`src/hw/rtl/bqpeq_pkg.sv`:
```
// Shared constants for the biquad peaking EQ filter.
`timescale 1ns / 1ps

package bqpeq_pkg;

    localparam int SAMPLE_WIDTH_DEF = 24;
    localparam int COEF_WIDTH_DEF   = 18;

    localparam int CFG_IDX_W = 3;

    localparam logic [CFG_IDX_W-1:0] CFG_COEF_FF0 = 3'd0;
    localparam logic [CFG_IDX_W-1:0] CFG_COEF_FF1 = 3'd1;
    localparam logic [CFG_IDX_W-1:0] CFG_COEF_FF2 = 3'd2;
    localparam logic [CFG_IDX_W-1:0] CFG_COEF_FB1 = 3'd3;
    localparam logic [CFG_IDX_W-1:0] CFG_COEF_FB2 = 3'd4;
    localparam logic [CFG_IDX_W-1:0] CFG_WET_GAIN = 3'd5;
    localparam logic [CFG_IDX_W-1:0] CFG_DRY_GAIN = 3'd6;

endpackage

```
`src/hw/rtl/biquad_peaking_eq_filter.sv`:
```
// Biquad direct-form-I section with wet/dry mix, one shared multiplier.
//
// Input channel s_*: one signed sample and a block-end marker per item.
// Output channel m_*: one mixed, saturated sample per input item, with the
// block-end marker copied through.
// Config port: cfg_wr_en/cfg_index/cfg_data writes one Q-format coefficient
// per cycle; write only while the block is idle. Index 7 is ignored.
// Sequence: after an item is accepted the block steps a sequencer through
// seven products through the single multiplier and its product register,
// one rounding step for the filter value, one accumulate and one output
// step. The result appears in the same cycle as s_ready returns, so a new
// item is accepted only after the last one has left the sequencer.
// Stall: a finished result sits in the output register; a next item may be
// accepted and computed, and its final step waits until that register frees.
// Reset: synchronous, active low; clears taps, coefficients (dry gain = 1.0)
// and the output valid.
`timescale 1ns / 1ps

module biquad_peaking_eq_filter #(
    parameter int SAMPLE_WIDTH = bqpeq_pkg::SAMPLE_WIDTH_DEF,
    parameter int COEF_WIDTH   = bqpeq_pkg::COEF_WIDTH_DEF
) (
    input  logic                               aclk,
    input  logic                               aresetn,
    input  logic                               s_valid,
    output logic                               s_ready,
    input  logic signed [SAMPLE_WIDTH-1:0]     s_sample_in,
    input  logic                               s_block_end_in,
    output logic                               m_valid,
    input  logic                               m_ready,
    output logic signed [SAMPLE_WIDTH-1:0]     m_sample_out,
    output logic                               m_block_end_out,
    input  logic                               cfg_wr_en,
    input  logic [bqpeq_pkg::CFG_IDX_W-1:0]    cfg_index,
    input  logic [COEF_WIDTH-1:0]              cfg_data
);
    import bqpeq_pkg::*;

    localparam int FRAC_BITS = COEF_WIDTH - 4;
    localparam int PROD_W    = SAMPLE_WIDTH + COEF_WIDTH;
    localparam int ACC_W     = PROD_W + 3;
    localparam int SHR_W     = ACC_W - FRAC_BITS;
    localparam int UP_W      = SHR_W - SAMPLE_WIDTH + 1;

    localparam logic [3:0] S_IDLE = 4'd0;
    localparam logic [3:0] S_MUL0 = 4'd1;
    localparam logic [3:0] S_MUL1 = 4'd2;
    localparam logic [3:0] S_MUL2 = 4'd3;
    localparam logic [3:0] S_MUL3 = 4'd4;
    localparam logic [3:0] S_MUL4 = 4'd5;
    localparam logic [3:0] S_DRY  = 4'd6;
    localparam logic [3:0] S_FILT = 4'd7;
    localparam logic [3:0] S_WET  = 4'd8;
    localparam logic [3:0] S_WACC = 4'd9;
    localparam logic [3:0] S_OUT  = 4'd10;

    localparam logic signed [ACC_W-1:0] RND_HALF =
        ACC_W'(1) <<< (FRAC_BITS - 1);
    localparam logic signed [SAMPLE_WIDTH-1:0] SAT_MAX =
        {1'b0, {(SAMPLE_WIDTH-1){1'b1}}};
    localparam logic signed [SAMPLE_WIDTH-1:0] SAT_MIN =
        {1'b1, {(SAMPLE_WIDTH-1){1'b0}}};
    localparam logic [COEF_WIDTH-1:0] DRY_RESET = COEF_WIDTH'(1) << FRAC_BITS;

    logic [3:0] state_reg, state_next;

    logic signed [COEF_WIDTH-1:0] ff0_reg, ff1_reg, ff2_reg, fb1_reg, fb2_reg;
    logic signed [COEF_WIDTH-1:0] wet_reg, dry_reg;

    logic signed [SAMPLE_WIDTH-1:0] x1_reg, x2_reg, f1_reg, f2_reg;
    logic signed [SAMPLE_WIDTH-1:0] x_reg, f_reg;
    logic                           end_reg;

    logic signed [SAMPLE_WIDTH-1:0] mul_a;
    logic signed [COEF_WIDTH-1:0]   mul_b;
    logic signed [PROD_W-1:0]       prod_reg;
    logic signed [ACC_W-1:0]        prod_ext;
    logic signed [ACC_W-1:0]        acc_reg, acc_next;

    logic signed [ACC_W-1:0]        acc_rnd;
    logic signed [SHR_W-1:0]        acc_shr;
    logic [UP_W-1:0]                acc_upper;
    logic signed [SAMPLE_WIDTH-1:0] acc_sat;

    logic                           m_valid_reg;
    logic signed [SAMPLE_WIDTH-1:0] out_sample_reg;
    logic                           out_end_reg;
    logic                           s_accept;
    logic                           out_free;
    logic                           out_load;

    assign s_ready         = (state_reg == S_IDLE);
    assign s_accept        = s_valid && s_ready;
    assign out_free        = !m_valid_reg || m_ready;
    assign out_load        = (state_reg == S_OUT) && out_free;
    assign m_valid         = m_valid_reg;
    assign m_sample_out    = out_sample_reg;
    assign m_block_end_out = out_end_reg;

    // round half up, shift, saturate
    assign acc_rnd   = acc_reg + RND_HALF;
    assign acc_shr   = SHR_W'(acc_rnd >>> FRAC_BITS);
    assign acc_upper = acc_shr[SHR_W-1:SAMPLE_WIDTH-1];
    assign acc_sat   = ((acc_upper == '0) || (acc_upper == '1)) ?
                       acc_shr[SAMPLE_WIDTH-1:0] :
                       (acc_shr[SHR_W-1] ? SAT_MIN : SAT_MAX);

    assign prod_ext = ACC_W'(prod_reg);

    always_comb begin
        mul_a = '0;
        mul_b = '0;
        case (state_reg)
            S_MUL0: begin
                mul_a = x_reg;
                mul_b = ff0_reg;
            end
            S_MUL1: begin
                mul_a = x1_reg;
                mul_b = ff1_reg;
            end
            S_MUL2: begin
                mul_a = x2_reg;
                mul_b = ff2_reg;
            end
            S_MUL3: begin
                mul_a = f1_reg;
                mul_b = fb1_reg;
            end
            S_MUL4: begin
                mul_a = f2_reg;
                mul_b = fb2_reg;
            end
            S_DRY: begin
                mul_a = x_reg;
                mul_b = dry_reg;
            end
            S_WET: begin
                mul_a = f_reg;
                mul_b = wet_reg;
            end
            default: begin
                mul_a = '0;
                mul_b = '0;
            end
        endcase
    end

    always_comb begin
        acc_next = acc_reg;
        case (state_reg)
            S_MUL1:  acc_next = prod_ext;
            S_MUL2:  acc_next = acc_reg + prod_ext;
            S_MUL3:  acc_next = acc_reg + prod_ext;
            S_MUL4:  acc_next = acc_reg - prod_ext;
            S_DRY:   acc_next = acc_reg - prod_ext;
            S_FILT:  acc_next = prod_ext;
            S_WACC:  acc_next = acc_reg + prod_ext;
            default: acc_next = acc_reg;
        endcase
    end

    always_comb begin
        state_next = state_reg;
        case (state_reg)
            S_IDLE:  state_next = s_accept ? S_MUL0 : S_IDLE;
            S_MUL0:  state_next = S_MUL1;
            S_MUL1:  state_next = S_MUL2;
            S_MUL2:  state_next = S_MUL3;
            S_MUL3:  state_next = S_MUL4;
            S_MUL4:  state_next = S_DRY;
            S_DRY:   state_next = S_FILT;
            S_FILT:  state_next = S_WET;
            S_WET:   state_next = S_WACC;
            S_WACC:  state_next = S_OUT;
            S_OUT:   state_next = out_free ? S_IDLE : S_OUT;
            default: state_next = S_IDLE;
        endcase
    end

    always_ff @(posedge aclk) begin
        if (!aresetn) begin
            state_reg   <= S_IDLE;
            m_valid_reg <= 1'b0;
            x1_reg      <= '0;
            x2_reg      <= '0;
            f1_reg      <= '0;
            f2_reg      <= '0;
            ff0_reg     <= '0;
            ff1_reg     <= '0;
            ff2_reg     <= '0;
            fb1_reg     <= '0;
            fb2_reg     <= '0;
            wet_reg     <= '0;
            dry_reg     <= DRY_RESET;
        end else begin
            state_reg <= state_next;
            if (out_load) begin
                m_valid_reg <= 1'b1;
                x2_reg      <= x1_reg;
                x1_reg      <= x_reg;
                f2_reg      <= f1_reg;
                f1_reg      <= f_reg;
            end else if (m_ready) begin
                m_valid_reg <= 1'b0;
            end
            if (cfg_wr_en) begin
                case (cfg_index)
                    CFG_COEF_FF0: ff0_reg <= cfg_data;
                    CFG_COEF_FF1: ff1_reg <= cfg_data;
                    CFG_COEF_FF2: ff2_reg <= cfg_data;
                    CFG_COEF_FB1: fb1_reg <= cfg_data;
                    CFG_COEF_FB2: fb2_reg <= cfg_data;
                    CFG_WET_GAIN: wet_reg <= cfg_data;
                    CFG_DRY_GAIN: dry_reg <= cfg_data;
                    default: begin
                    end
                endcase
            end
        end
    end

    always_ff @(posedge aclk) begin
        prod_reg <= mul_a * mul_b;
        acc_reg  <= acc_next;
        if (s_accept) begin
            x_reg   <= s_sample_in;
            end_reg <= s_block_end_in;
        end
        if (state_reg == S_FILT) begin
            f_reg <= acc_sat;
        end
        if (out_load) begin
            out_sample_reg <= acc_sat;
            out_end_reg    <= end_reg;
        end
    end

endmodule

```
`config.mk`:
```
export PLATFORM = sky130hd
export DESIGN_NAME = biquad_peaking_eq_filter
export DESIGN_NICKNAME = d
export VERILOG_FILES = /design/src/hw/rtl/bqpeq_pkg.sv /design/src/hw/rtl/biquad_peaking_eq_filter.sv
export SDC_FILE = /design/constraint.sdc
export NUM_CORES = 2
export LEC_CHECK = 0
export BUFFER_PORTS_ARGS = -buffer_cell sky130_fd_sc_hd__buf_2
export CORE_MARGIN = 1.5
export CORE_UTILIZATION = 55
export CTS_BUF_LIST = sky130_fd_sc_hd__clkbuf_4 sky130_fd_sc_hd__clkbuf_8
export DETAILED_ROUTE_END_ITERATION = 8
export GPL_TIMING_DRIVEN = 0
export PLACE_DENSITY = 0.71
export SYNTH_ARGS = -nofsm -noshare
export SYNTH_HDL_FRONTEND = slang
export SYNTH_SLANG_ARGS = --single-unit
```
`constraint.sdc`:
```
create_clock -name aclk -period 19.85 [get_ports aclk]
set_input_delay 1.985 -clock aclk [delete_from_list [all_inputs] [get_ports aclk]]
set_output_delay 1.985 -clock aclk [all_outputs]
set_load 0.005 [all_outputs]
```
### Word level (Yosys, flattened, before mapping)

Index checks and enable logic that the tools add are counted.

* flip-flop bits (word level): 388
* output and inout port bits: 27

* reductions and logical operators: 21
* multipliers: 1
* $add $sub $neg: 3
* muxes and demuxes: 10
* eq/ne operators: 17

Operator list (number)
* 24-bit case mux with 6 select lines: 1
* 45-bit case mux with 3 select lines: 1
* 18-bit case mux with 7 select lines: 1
* 24-bit 2-to-1 mux: 2
* 45-bit by 15-bit adder with 45-bit output, second input constant: 1
* 45-bit by 42-bit adder with 45-bit output: 1
* 45-bit by 42-bit subtractor with 45-bit output: 1
* 4-bit case mux with 11 select lines: 1
* 24-bit by 18-bit multiplier with 42-bit output: 1
* 4-bit by 3-bit == test with 1-bit output, second input constant: 4
* 2-bit AND reduction: 7
* 4-bit == test, second input constant: 3
* 3-bit == test, second input constant: 3
* 4-bit by 2-bit == test with 1-bit output, second input constant: 2
* 8-bit == test, second input constant: 1
* 8-bit zero test: 1
* 3-bit by 2-bit == test with 1-bit output, second input constant: 2
* 2-bit OR reduction: 3
* 4-bit by 1-bit == test with 1-bit output, second input constant: 1
* 4-bit zero test: 1
* 4-bit 2-to-1 mux: 1
* 3-bit by 1-bit == test with 1-bit output, second input constant: 1
* 3-bit zero test: 1
* 1-bit 2-to-1 mux: 3
* 6 further kinds: 8

### Longest topological paths before layout

* depth after elaboration: 4
* mapped depth: 32
* depth with buffers taken out: 29

### Worst setup path before layout

No wires, ideal clock.

* path kind: reg2reg
* start: reg state_reg[2]
* end: reg prod_reg[41]
* setup slack: 11.939 ns
* cell stages (with the launch flop): 29
* arrival time: 7.839 ns
* library setup time: 0.072 ns
* path buffers: 4
* cells stage by stage: dfxtp_1 clkbuf_1 nand2b_1 nor3_1 clkbuf_1 clkbuf_1 a22oi_1 nand4_1 clkbuf_1 nand2_1 fa_1 inv_1 fa_1 ha_1 inv_1 fa_1 inv_1 fa_1 fa_1 ha_1 a21o_1 a21o_1 a211oi_1 o21ai_0 a41oi_1 a21oi_1 a2111o_1 a21oi_1 xnor2_1

* longest elaborated chain between the ends: 4

RTL lines
* start: declaration: RTL line biquad_peaking_eq_filter.sv:65 `logic [3:0] state_reg, state_next;`
* start signal: assignment: RTL line biquad_peaking_eq_filter.sv:197 `state_reg <= state_next;`
* 4-bit by 3-bit == test with 1-bit output / 4-bit by 1-bit == test with 1-bit output (equally long branches): RTL line biquad_peaking_eq_filter.sv:113 `case (state_reg)`
* 2-bit OR reduction (no line)
* 24-bit case mux with 6 select lines: RTL line biquad_peaking_eq_filter.sv:113
* 24-bit by 18-bit multiplier with 42-bit output *: RTL line biquad_peaking_eq_filter.sv:224 `prod_reg <= mul_a * mul_b;`
* end signal: assignment: RTL line biquad_peaking_eq_filter.sv:224
* end: declaration: RTL line biquad_peaking_eq_filter.sv:76 `logic signed [PROD_W-1:0] prod_reg;`

Every way passes the cells marked *; elsewhere a longest branch is shown, timed or not.
A chain may end at the register's enable or synchronous reset.

### Worst setup path after layout

Same ends and word-level chain as after synthesis.

==> metrics.cfg <==
[run_status]
outcome=completed

[finish]
nets=4669
drive_gt1_share_pct=5.94
fillers=5589
final_common_cell=nand2_1
final_cell_area_mm2=0.0371
largest_reg_flops=45
final_cell_mix=869 x nand2_1, 531 x inv_1, 426 x fa_1
syn2layout_area_growth_pct=8.28

[routing]
drt.antenna.violating_nets=0
dr.pass1.iters=8
wire_per_inst_um=22.6
vias_per_cell=5.81
num_vias=28600
drt-initial-drc-count=3272
drt-total-wl_mm=112
drc=0

[logic_synthesis]
yosysWarnings=0
synthArstFlopShare_pct=0
ys_top_cells_by_area=fa_1 25%, dfxtp_1 16%, edfxtp_1 10%
synth_top_area_share_pct=24.9
synth_cells=3905
ys.flop_type=dfxtp_1
netlist-cell-type-count=75
syn_area_mm2=0.0343
yosysSeqAreaShare_pct=26.1
synth_nets=4533
avgSynthCellArea_um2=8.78
synth_edf_count=119
yosysTopAreaCell=fa_1
ys_ff_latch=388

[global_route]
grt-ovfl-total=0
grt_pass1_vias=28000
grt_max_degree=35
grt_pass1_wl_mm=168
antenna_found_initial=5
grt_util_all_layers_pct=35.5

[clock_network]
worstSkewPairLatency_ns=0.68
clock-sinks=388
cts_root_buf=clkbuf_8
hold_buffers=0
cts_resized=0
clkTransAtPathRegs_ns=0.07
cts_tree=done
htreeDepth=2
cts_buffers=60
cts.path.max_buffers=3
cts_setup_buffers=0

[power_and_ir_drop]
p_leak_uw=0.0157
ir_drop_mv=0.160
p_per_area_mw_per_mm2=75.9

[timing]
slew_headroom_pct=6.24
setup_violations=0
rsz0062_at_grt=false
layout_min_cycle_time_ns=10.97
tightest_slew_ns=1.41
hold_viol_final=0
fmax_ghz=0.0912
fin_tns_setup_ns=0
period_share_pct=55.3
clock_skew_ns=0.0352
drv_slew=0
postLayoutSetupSlackWorst_ns=8.88

[critical_path]
worstPathRequired_ns=20.43
cp_top_family=adder cells
critical_path.max_stage_delay_ns=0.88
ff2ff_path_depth=29
crit_path_frequent_cell=fa_1
worst_path_max_delay_cell=nor3_1
cp.depth=29
crit_fanout=10
timing_worst_setup_path_type=flip-flop to flip-flop
endpoint_kind=flip-flop
cp.arrival_ns=11.55
crit_buf_inv=8
worst_setup_path_start_kind=flip-flop

[floorplan]
rows=91
die_w_um=253
core-area_mm2=0.0617
initial_core_util_pct=55.6
dieArea_mm2=0.0639
die_h_um=253
io_pins=78

[placement]
io_buffers=72
dp_hpwl_mm=88.2
place_area_mm2=0.0358
dp_slack_ns=9.17
gp_congestion=1.00

[min_path]
hold_path_class=flip-flop to flip-flop
hold_path_depth=0

[flow_run]
max_cap_viol_count=0

[metrics by stage]
stage	hold WS, ns	std cells	power (uW)	utilization, %
finish	0.407	4930	2820	60.2
global route	0.419	4929	2970	60.2
CTS	0.414	4928	2800	60.2
detailed placement	0.405	4816	2040	58.0
global placement	0.404	4814	2030	57.9
floorplan	0.400	3905	1750	-
[routing by layer]
layer	part of all wire, %	GRT usage, %	up-vias
met5	0.0081	0	-
met4	5.9	18.5	2
met3	11	8.52	276
met2	43	53.3	1497
met1	40	47.7	13900
li1	-	-	12900
[final cells by class]
type	count	area, um2	share of cell area (%)
Multi-Input combinational cell	2781	22600	60.8
Buffer	204	798	2.15
Clock buffer	98	1160	3.13
Timing Repair Buffer	74	395	1.06
Clock inverter	14	208	0.559
Inverter	532	2000	5.38
Tap cell	837	1050	2.82
Sequential cell	388	8960	24.1
Antenna cell	2	5.00	0.0135
[worst paths after layout]
check                                   from               to  slack [ns]
worst max-delay path            state_reg[2]     prod_reg[41]        8.88
worst min-delay path                 end_reg  m_block_end_out        0.41
worst max register to register  state_reg[2]     prod_reg[41]        8.88
worst min register to register       end_reg  m_block_end_out        0.41
[cell families after synthesis]
| logic type | share of synthesized area, % |
|---|---|
| compound gates | 14.1 |
| xor+xnor | 3.83 |
| flops | 26.1 |
| simple gates | 17.3 |
| buf+inv | 8.15 |
| fa+ha+maj | 30.4 |
| mux | 0.102 |
[where the power goes]
| part | total, uW | leakage (uW) | internal, uW | switching [uW] |
|---|---|---|---|---|
| logic | 1060 | 0.0117 | 406 | 657 |
| clock network | 769 | 0.000732 | 435 | 334 |
| registers | 986 | 0.00327 | 923 | 63.3 |
| total | 2820 | 0.0157 | 1760 | 1050 |
[cells in the mapped netlist, types with 9 or more instances]
cell type and count:
o21bai_1 10, fa_1 426, xnor2_1 89, o21ai_0 91
a211oi_1 9, nand2_1 869, clkbuf_1 188, xor2_1 61
dfxtp_1 269, edfxtp_1 119, a31oi_1 13, or2_2 11
nor3_1 24, ha_1 151, nor2b_1 20, inv_1 531
a21boi_0 225, nand4_1 52, nor2_1 195, a22oi_1 62
a21oi_1 93, nand2b_1 20, a21o_1 52, buf_1 11
o21ai_2 20, and4_1 33, a222oi_1 32, nand3_1 50
and2_1 41, o31ai_1 17, and3_1 16
(Power assumes the default switching activity.)
